`src/sv/kwsc_pkg.sv`:
```
// Types, constants and helper functions of the keyword substitution cipher.
`default_nettype none
package kwsc_pkg;

    localparam int LETTERS = 26;
    localparam int IDX_W   = 5;
    localparam logic [7:0] BASE_UPPER = 8'h41;
    localparam logic [7:0] BASE_LOWER = 8'h61;

    typedef enum logic [1:0] {
        ACT_RESTART = 2'd0,
        ACT_KEYWORD = 2'd1,
        ACT_FINISH  = 2'd2,
        ACT_TEXT    = 2'd3
    } t_action;

    typedef struct packed {
        t_action    action;
        logic [7:0] char_in;
    } t_item;

    typedef struct packed {
        logic [7:0] char_out;
        logic       not_ready;
    } t_result;

    typedef struct packed {
        logic             valid;
        logic [IDX_W-1:0] idx;
    } t_letter;

    // One placement: position pos of the alphabet receives letter.
    typedef struct packed {
        logic             we;
        logic [IDX_W-1:0] pos;
        logic [IDX_W-1:0] letter;
    } t_place;

    // Folds an ASCII letter of either case to its index 0..25.
    function automatic t_letter letter_of(logic [7:0] c);
        t_letter    r;
        logic [7:0] d;
        r.valid = 1'b0;
        r.idx   = '0;
        d       = '0;
        if (c >= BASE_UPPER && c < BASE_UPPER + 8'(LETTERS)) begin
            d       = c - BASE_UPPER;
            r.valid = 1'b1;
            r.idx   = d[IDX_W-1:0];
        end else if (c >= BASE_LOWER && c < BASE_LOWER + 8'(LETTERS)) begin
            d       = c - BASE_LOWER;
            r.valid = 1'b1;
            r.idx   = d[IDX_W-1:0];
        end
        return r;
    endfunction

    // Turns a stored index into its upper-case letter, reduced modulo 26.
    function automatic logic [7:0] upper_of(logic [IDX_W-1:0] m);
        logic [IDX_W-1:0] v;
        v = (m >= IDX_W'(LETTERS)) ? m - IDX_W'(LETTERS) : m;
        return BASE_UPPER + {{(8 - IDX_W){1'b0}}, v};
    endfunction

endpackage
`default_nettype wire

```
`src/sv/keyword_substitution_cipher.sv`:
```
// Top level of the keyword substitution cipher: command port, tables and result stage.
`default_nettype none
// Usage:
// A command beat is taken at a rising edge with start high and busy low. Its
// action selects restart, keyword character, finish or text character.
// Keyword characters are placed as they are taken; repeated letters and
// non-letters are dropped. A finish that finds the alphabet unfinished walks
// all 26 letters, one per cycle, appending those not yet used; busy is high
// during the walk and no command is taken meanwhile.
// A text character gives one result beat on o_result, marked by o_strobe,
// in the cycle after it was taken; a looked-up letter comes from the registered
// read of the forward or inverse table memory. Text is taken every cycle, so
// the sustained rate is one character per clock outside a finish walk.
// The receiver cannot stall: each result is shown for one cycle only.
// Before a finish, text passes through unchanged with not_ready set.
// i_cfg_we writes the decrypt mode bit; write it only while no beat is in
// flight. Synchronous reset clears the mode, the used-letter flags, the fill
// position and the ready flag; the tables themselves are not cleared, since
// a finish rewrites every entry before any lookup.
module keyword_substitution_cipher (
    input  wire logic              i_clk,
    input  wire logic              i_rst_n,
    input  wire logic              start,
    output logic                   busy,
    input  wire kwsc_pkg::t_item   i_item,
    output logic                   o_strobe,
    output kwsc_pkg::t_result      o_result,
    input  wire logic              i_cfg_we,
    input  wire logic              i_cfg_data
);
    import kwsc_pkg::*;

    logic             accept;
    logic             text_acc;
    logic             rd_en;
    t_letter          letter;
    t_place           place;
    logic             ready;
    logic [IDX_W-1:0] fwd_q;
    logic [IDX_W-1:0] inv_q;

    logic             r_mode;
    logic             r_strobe;
    logic             r_pass;
    logic             r_not_ready;
    logic             r_sel_inv;
    logic [7:0]       r_char;

    assign accept   = start && !busy;
    assign letter   = letter_of(i_item.char_in);
    assign text_acc = accept && (i_item.action == ACT_TEXT);
    // Only a letter after the alphabet is finished needs a table lookup.
    assign rd_en    = text_acc && ready && letter.valid;

    // The decrypt mode register.
    always_ff @(posedge i_clk) begin
        if (!i_rst_n) begin
            r_mode <= 1'b0;
        end else if (i_cfg_we) begin
            r_mode <= i_cfg_data;
        end
    end

    kwsc_builder u_builder (
        .i_clk    (i_clk),
        .i_rst_n  (i_rst_n),
        .i_accept (accept),
        .i_action (i_item.action),
        .i_letter (letter),
        .o_place  (place),
        .o_ready  (ready),
        .o_busy   (busy)
    );

    // Forward table: alphabet position to letter.
    kwsc_ram #(
        .DEPTH (LETTERS),
        .WIDTH (IDX_W)
    ) u_fwd_ram (
        .i_clk   (i_clk),
        .i_we    (place.we),
        .i_waddr (place.pos),
        .i_wdata (place.letter),
        .i_re    (rd_en),
        .i_raddr (letter.idx),
        .o_rdata (fwd_q)
    );

    // Inverse table: letter to alphabet position, written in the same cycle.
    kwsc_ram #(
        .DEPTH (LETTERS),
        .WIDTH (IDX_W)
    ) u_inv_ram (
        .i_clk   (i_clk),
        .i_we    (place.we),
        .i_waddr (place.letter),
        .i_wdata (place.pos),
        .i_re    (rd_en),
        .i_raddr (letter.idx),
        .o_rdata (inv_q)
    );

    // Result stage. The strobe is control state; the rest is payload that
    // travels beside the memory read.
    always_ff @(posedge i_clk) begin
        if (!i_rst_n) begin
            r_strobe <= 1'b0;
        end else begin
            r_strobe <= text_acc;
        end
    end

    always_ff @(posedge i_clk) begin
        if (text_acc) begin
            r_pass      <= !ready || !letter.valid;
            r_not_ready <= !ready;
            r_sel_inv   <= r_mode;
            r_char      <= i_item.char_in;
        end
    end

    assign o_strobe           = r_strobe;
    assign o_result.char_out  = r_pass ? r_char : upper_of(r_sel_inv ? inv_q : fwd_q);
    assign o_result.not_ready = r_not_ready;

endmodule
`default_nettype wire

```
`src/sv/kwsc_ram.sv`:
```
// Simple dual-port table memory with one registered read port.
`default_nettype none
module kwsc_ram #(
    parameter int  DEPTH = kwsc_pkg::LETTERS,
    parameter int  WIDTH = kwsc_pkg::IDX_W,
    localparam int AW    = $clog2(DEPTH)
) (
    input  wire logic             i_clk,
    input  wire logic             i_we,
    input  wire logic [AW-1:0]    i_waddr,
    input  wire logic [WIDTH-1:0] i_wdata,
    input  wire logic             i_re,
    input  wire logic [AW-1:0]    i_raddr,
    output logic      [WIDTH-1:0] o_rdata
);

    logic [WIDTH-1:0] r_mem [DEPTH];
    logic [WIDTH-1:0] r_rdata;

    always_ff @(posedge i_clk) begin
        if (i_we) begin
            r_mem[i_waddr] <= i_wdata;
        end
    end

    always_ff @(posedge i_clk) begin
        if (i_re) begin
            r_rdata <= r_mem[i_raddr];
        end
    end

    assign o_rdata = r_rdata;

endmodule
`default_nettype wire

```
`src/sv/kwsc_builder.sv`:
```
// Alphabet builder: used letters, fill position and the finish walk.
`default_nettype none
module kwsc_builder (
    input  wire logic              i_clk,
    input  wire logic              i_rst_n,
    input  wire logic              i_accept,
    input  wire kwsc_pkg::t_action i_action,
    input  wire kwsc_pkg::t_letter i_letter,
    output kwsc_pkg::t_place       o_place,
    output logic                   o_ready,
    output logic                   o_busy
);
    import kwsc_pkg::*;

    typedef enum logic {S_IDLE, S_WALK} t_state;

    t_state             r_state, n_state;
    logic [LETTERS-1:0] r_used, n_used;
    logic [IDX_W-1:0]   r_fill, n_fill;
    logic [IDX_W-1:0]   r_walk, n_walk;
    logic               r_ready, n_ready;

    logic               cand_valid;
    logic [IDX_W-1:0]   cand_idx;
    logic               place_we;

    // The walk offers each letter in turn; otherwise a keyword letter is offered.
    always_comb begin
        cand_valid = 1'b0;
        cand_idx   = i_letter.idx;
        if (r_state == S_WALK) begin
            cand_valid = 1'b1;
            cand_idx   = r_walk;
        end else if (i_accept && i_action == ACT_KEYWORD && !r_ready && i_letter.valid) begin
            cand_valid = 1'b1;
        end
    end

    assign place_we = cand_valid && !r_used[cand_idx] && (r_fill < IDX_W'(LETTERS));

    always_comb begin
        n_state = r_state;
        n_used  = r_used;
        n_fill  = r_fill;
        n_walk  = r_walk;
        n_ready = r_ready;
        if (place_we) begin
            n_used[cand_idx] = 1'b1;
            n_fill           = r_fill + 1'b1;
        end
        case (r_state)
            S_IDLE: begin
                if (i_accept) begin
                    case (i_action)
                        ACT_RESTART: begin
                            n_used  = '0;
                            n_fill  = '0;
                            n_ready = 1'b0;
                        end
                        ACT_FINISH: begin
                            if (!r_ready) begin
                                n_state = S_WALK;
                                n_walk  = '0;
                            end
                        end
                        default: ;
                    endcase
                end
            end
            S_WALK: begin
                if (r_walk == IDX_W'(LETTERS - 1)) begin
                    n_state = S_IDLE;
                    n_ready = 1'b1;
                end else begin
                    n_walk = r_walk + 1'b1;
                end
            end
            default: n_state = S_IDLE;
        endcase
    end

    always_ff @(posedge i_clk) begin
        if (!i_rst_n) begin
            r_state <= S_IDLE;
            r_used  <= '0;
            r_fill  <= '0;
            r_walk  <= '0;
            r_ready <= 1'b0;
        end else begin
            r_state <= n_state;
            r_used  <= n_used;
            r_fill  <= n_fill;
            r_walk  <= n_walk;
            r_ready <= n_ready;
        end
    end

    assign o_place.we     = place_we;
    assign o_place.pos    = r_fill;
    assign o_place.letter = cand_idx;
    assign o_ready        = r_ready;
    assign o_busy         = (r_state == S_WALK);

endmodule
`default_nettype wire

```
`config.mk`:
```
export PLATFORM = sky130hd
export DESIGN_NAME = keyword_substitution_cipher
export DESIGN_NICKNAME = d
export VERILOG_FILES = /design/src/sv/kwsc_pkg.sv /design/src/sv/keyword_substitution_cipher.sv /design/src/sv/kwsc_ram.sv /design/src/sv/kwsc_builder.sv
export SDC_FILE = /design/constraint.sdc
export NUM_CORES = 1
export LEC_CHECK = 0
export ABC_AREA = 1
export BUFFER_PORTS_ARGS = -buffer_cell sky130_fd_sc_hd__buf_2
export CAP_MARGIN = 20
export CORE_UTILIZATION = 48
export CTS_CLUSTER_DIAMETER = 40
export CTS_CLUSTER_SIZE = 40
export DETAILED_ROUTE_END_ITERATION = 7
export GPL_ROUTABILITY_DRIVEN = 0
export HOLD_SLACK_MARGIN = 0.12
export PLACE_DENSITY = 0.68
export RECOVER_POWER = 100
export SKIP_CTS_REPAIR_TIMING = 1
export SLEW_MARGIN = 5
export SYNTH_ARGS = -nofsm -noshare
export SYNTH_HDL_FRONTEND = slang
export SYNTH_HIERARCHICAL = 1
export SYNTH_SLANG_ARGS = --single-unit
```
`constraint.sdc`:
```
create_clock -name i_clk -period 9 [get_ports i_clk]
set_input_delay 1.35 -clock i_clk [delete_from_list [all_inputs] [get_ports i_clk]]
set_output_delay 1.35 -clock i_clk [all_outputs]
set_load 0.05 [all_outputs]
```
==> results.md <==
* Remaining global-route overflow at 0
* Drt drc at 0
* Setup_tns at 0 ns
* Routed vias/inst at between 5 and 6
* Relative slew slack at -112%
* Critical Setup Path Class: input pin to register
* Synth top cells by count: nand2_1, edfxtp_1, nand3_1
* Num ports at 26
* Kind of cell adding the most delay to the critical path: simple AND/OR/NAND/NOR gates
* Synthesized Nets at around 1500
* Placed cell count at between 1500 and 2000
* Global-route wire length before repair at 51100 um
* Multi-input combinational cell area at 4170 um2
* Max incr delay on CP at around 1.2 ns
* Hold WC Path Type: register to register
* Iter 0 DRT Violations at roughly 1100
* Arrival @ worst endpoint at between 7 and 8 ns
* VDD IR max at approximately 0.18 mV
* Largest family of logic cells by synthesized area: simple AND/OR/NAND/NOR gates
* Final Cycle Share at ~78%
* Compound-Gate Fraction of Synth Area at 2.35%
* Final Max Tran Viols at roughly 460
* Final std cells w/o fill at between 1500 and 2000
* #FFs+latches synth at roughly 320
* Leak Pwr at 6.11 nW
* Cell Rows at between 60 and 70
* GRT Overall Usage at roughly 21%
* Syn Inst Count at 1487
* Mapped Area at 14500 um2
* Max Buffers Root-to-Sink at 3
* H-tree depth at 2
* Post-synth EDFFs at between 200 and 300
* Clock sink total at 321
* Asr flop ratio synth at 0%
* Most common cell in the synthesized netlist: nand2_1
* Initial antenna violation count at 1
* Dominant cells by area after synthesis: edfxtp_1, nand2_1, nand3_1
* CTS tree: built
* # fillers at ~2600
* Final Hold Viols at 0
* Pre-Repair DR Iteration Count at 6
* Sequential element share of the synthesized area at a little under two thirds
* Input/output buffers at 25
* Most numerous cell on the critical path: nand2_1
* CP bufs+invs at 4
* DR vias at 10200
* Area leader, netlist: edfxtp_1
* Worst-Margin Slew at ~3.2 ns
* Critical-path maximum fanout at 34
* CTS Root Buffer Type: clkbuf_16
* Share of the synthesized area in the top cell type at between 50 and 60%
* Final setup fails at 0
* Clock Skews at between 0.02 and 0.025 ns
* Syn Area/Cell at between 9 and 10 um2
* Fraction of layout cells with a size suffix above 1 at under 10%
* Fmax at approximately 140 MHz
* DP HPWL at approximately 21000 um
* Mux cell area share after synthesis at 0%
* Synth unique cells at 39
* Inserted Clock Buffers at 37
* RSZ-0062 raised after global routing: no
* CP required at between 9 and 10 ns
* Post-synthesis adder-cell area fraction at less than 1%
* Synth warnings at 6
* Routed WL at roughly 33000 um
* Area grow syn2layout at 9.76%
* Min Tclk post-route at roughly 7.0 ns
* XOR/XNOR Fraction of Synth Area at less than 1%
* Final nets at 1522
* # Max-Cap Violations at 11
* Pwr Density at between 200 and 250 nW/um2
* Initial Util at around half
* Core ar. at about 30000 um2
* DIE AREA at about 31000 um2
* Violated checks: max-capacitance violations, max-slew violations
* Worst-Skew Late Latency at around 0.53 ns
* Critical Path Slowest Stage Cell: clkbuf_1
* Die width at ~180 um
* Register area at 9240 um2
* Cell Chain, Critical Path: clkbuf_1, ha_1, o21ai_0, nor2_1, nor3b_1, nand2_1, a21oi_1, nand2_1, nand2_1, clkbuf_1, inv_1, nand3_1, a21oi_2, nor2_4, nand2_1, inv_1, nand3_1, nor2_1
* Critical Path Start Type: input pin
* Clock-pin transition on the worst setup and hold timing paths at 0.05 ns
* Primary FF master, synth: edfxtp_1
* Pin count of the biggest net entering global routing at 76
* Simple-Gate Fraction of Synth Area at about 26%
* Die height at 176 um
* Post-DRT Antenna Nets at 0
* Outcome: complete, but fails checks
* Vias in the first global route at slightly below 10000
* Critical Path End Type: register
* WL/cell at 17.2 um
[power breakdown]
part / total (mW) / internal (mW) / switching [mW]
Combinational: 0.195 / 0.0449 / 0.151
Clock: 1.52 / 0.889 / 0.627
Sequential: 1.63 / 1.63 / 0.00440
Total: 3.34 / 2.56 / 0.782
[path summary, 6_finish.rpt]
check	startpoint	endpoint	slack [ns]	cells past startpoint
setup reg to reg	u_builder/o_busy$_SDFF_PN0_	u_inv_ram/r_mem[21][3]$_DFFE_PP_	3.88	11
hold / removal	u_builder/r_used[17]$_SDFF_PN0_	u_builder/r_used[17]$_SDFF_PN0_	0.45	2
hold reg to reg	u_builder/r_used[17]$_SDFF_PN0_	u_builder/r_used[17]$_SDFF_PN0_	0.45	2
setup / recovery	i_item[0]	u_inv_ram/r_mem[21][3]$_DFFE_PP_	2.00	18
[through the flow]
stage / power [mW] / area [um2] / worst slack, ns / utilization (%) / hold WS, ns
2_1_floorplan: 1.80 / 14500 / 4.13 / - / 0.403
3_3_place_gp: 1.85 / 14700 / 2.76 / 49.7 / 0.437
3_5_place_dp: 1.86 / 14700 / 2.59 / 49.7 / 0.441
4_1_cts: 3.37 / 16000 / 3.10 / 54.0 / 0.450
5_1_grt: 3.45 / 15900 / 1.26 / 53.7 / 0.458
6_report: 3.34 / 15900 / 2.00 / 53.7 / 0.448
[cell usage in the layout (no fill, tap or decap), types with 7 or more instances in the layout]
cell type	synthesis	layout
dfxtp_1	40	40
clkbuf_1	12	28
nor2_1	127	127
a21oi_1	34	34
inv_6	1	7
o21ai_1	13	13
nand2_1	460	463
edfxtp_1	281	281
inv_1	111	114
ha_1	8	8
o21ai_0	7	8
nand3_1	249	249
nand2_2	12	10
buf_2	11	7
inv_2	42	39
clkbuf_16	0	38
[layer usage]
layer	track usage, %	share of wire, %	vias to the layer above
li1	-	-	4960
met1	29.1	44	4811
met2	35.2	47	371
met3	3.64	6.9	60
met4	6.99	2.4	2
met5	0	0.027	-
[state kept, by name (all words and copies together), names as in the netlist, 5 cells and up]
name / flops
u_fwd_ram/r_mem: 130
u_inv_ram/r_mem: 130
u_builder/r_walk: 5
u_inv_ram/o_rdata: 5
u_builder/r_used: 26
u_fwd_ram/o_rdata: 5
r_char: 8
u_builder/r_fill: 5
[kinds of logic (layout without fill, tap and decap cells)]
family / count (synthesis) / after routing
compound gates: 63 / 63
xor+xnor: 5 / 5
fa+ha+maj: 8 / 8
buf+inv: 218 / 258
flops: 321 / 321
other cells: 0 / 1
simple gates: 872 / 872
[worst register-to-register path: stages, from the launching register on]
cell,delay (ns)
dfxtp_1,0.60
nand2_1,0.23
nand2_1,0.12
clkbuf_1,1.19
inv_1,0.17
nand3_1,0.24
a21oi_2,0.08
nor2_4,0.54
nand2_1,0.25
inv_1,0.29
nand3_1,0.44
nor2_1,0.60
[cell type report]
class,count,area share (%)
sequential,321,58.1
multi-input combinational,948,26.2
clock buffer,40,6.02
inverter,155,3.70
tap,390,3.07
clock inverter,27,1.94
timing repair buffer,36,0.959
antenna,1,0.0157
Note: power is estimated with default switching activity, not from simulation.
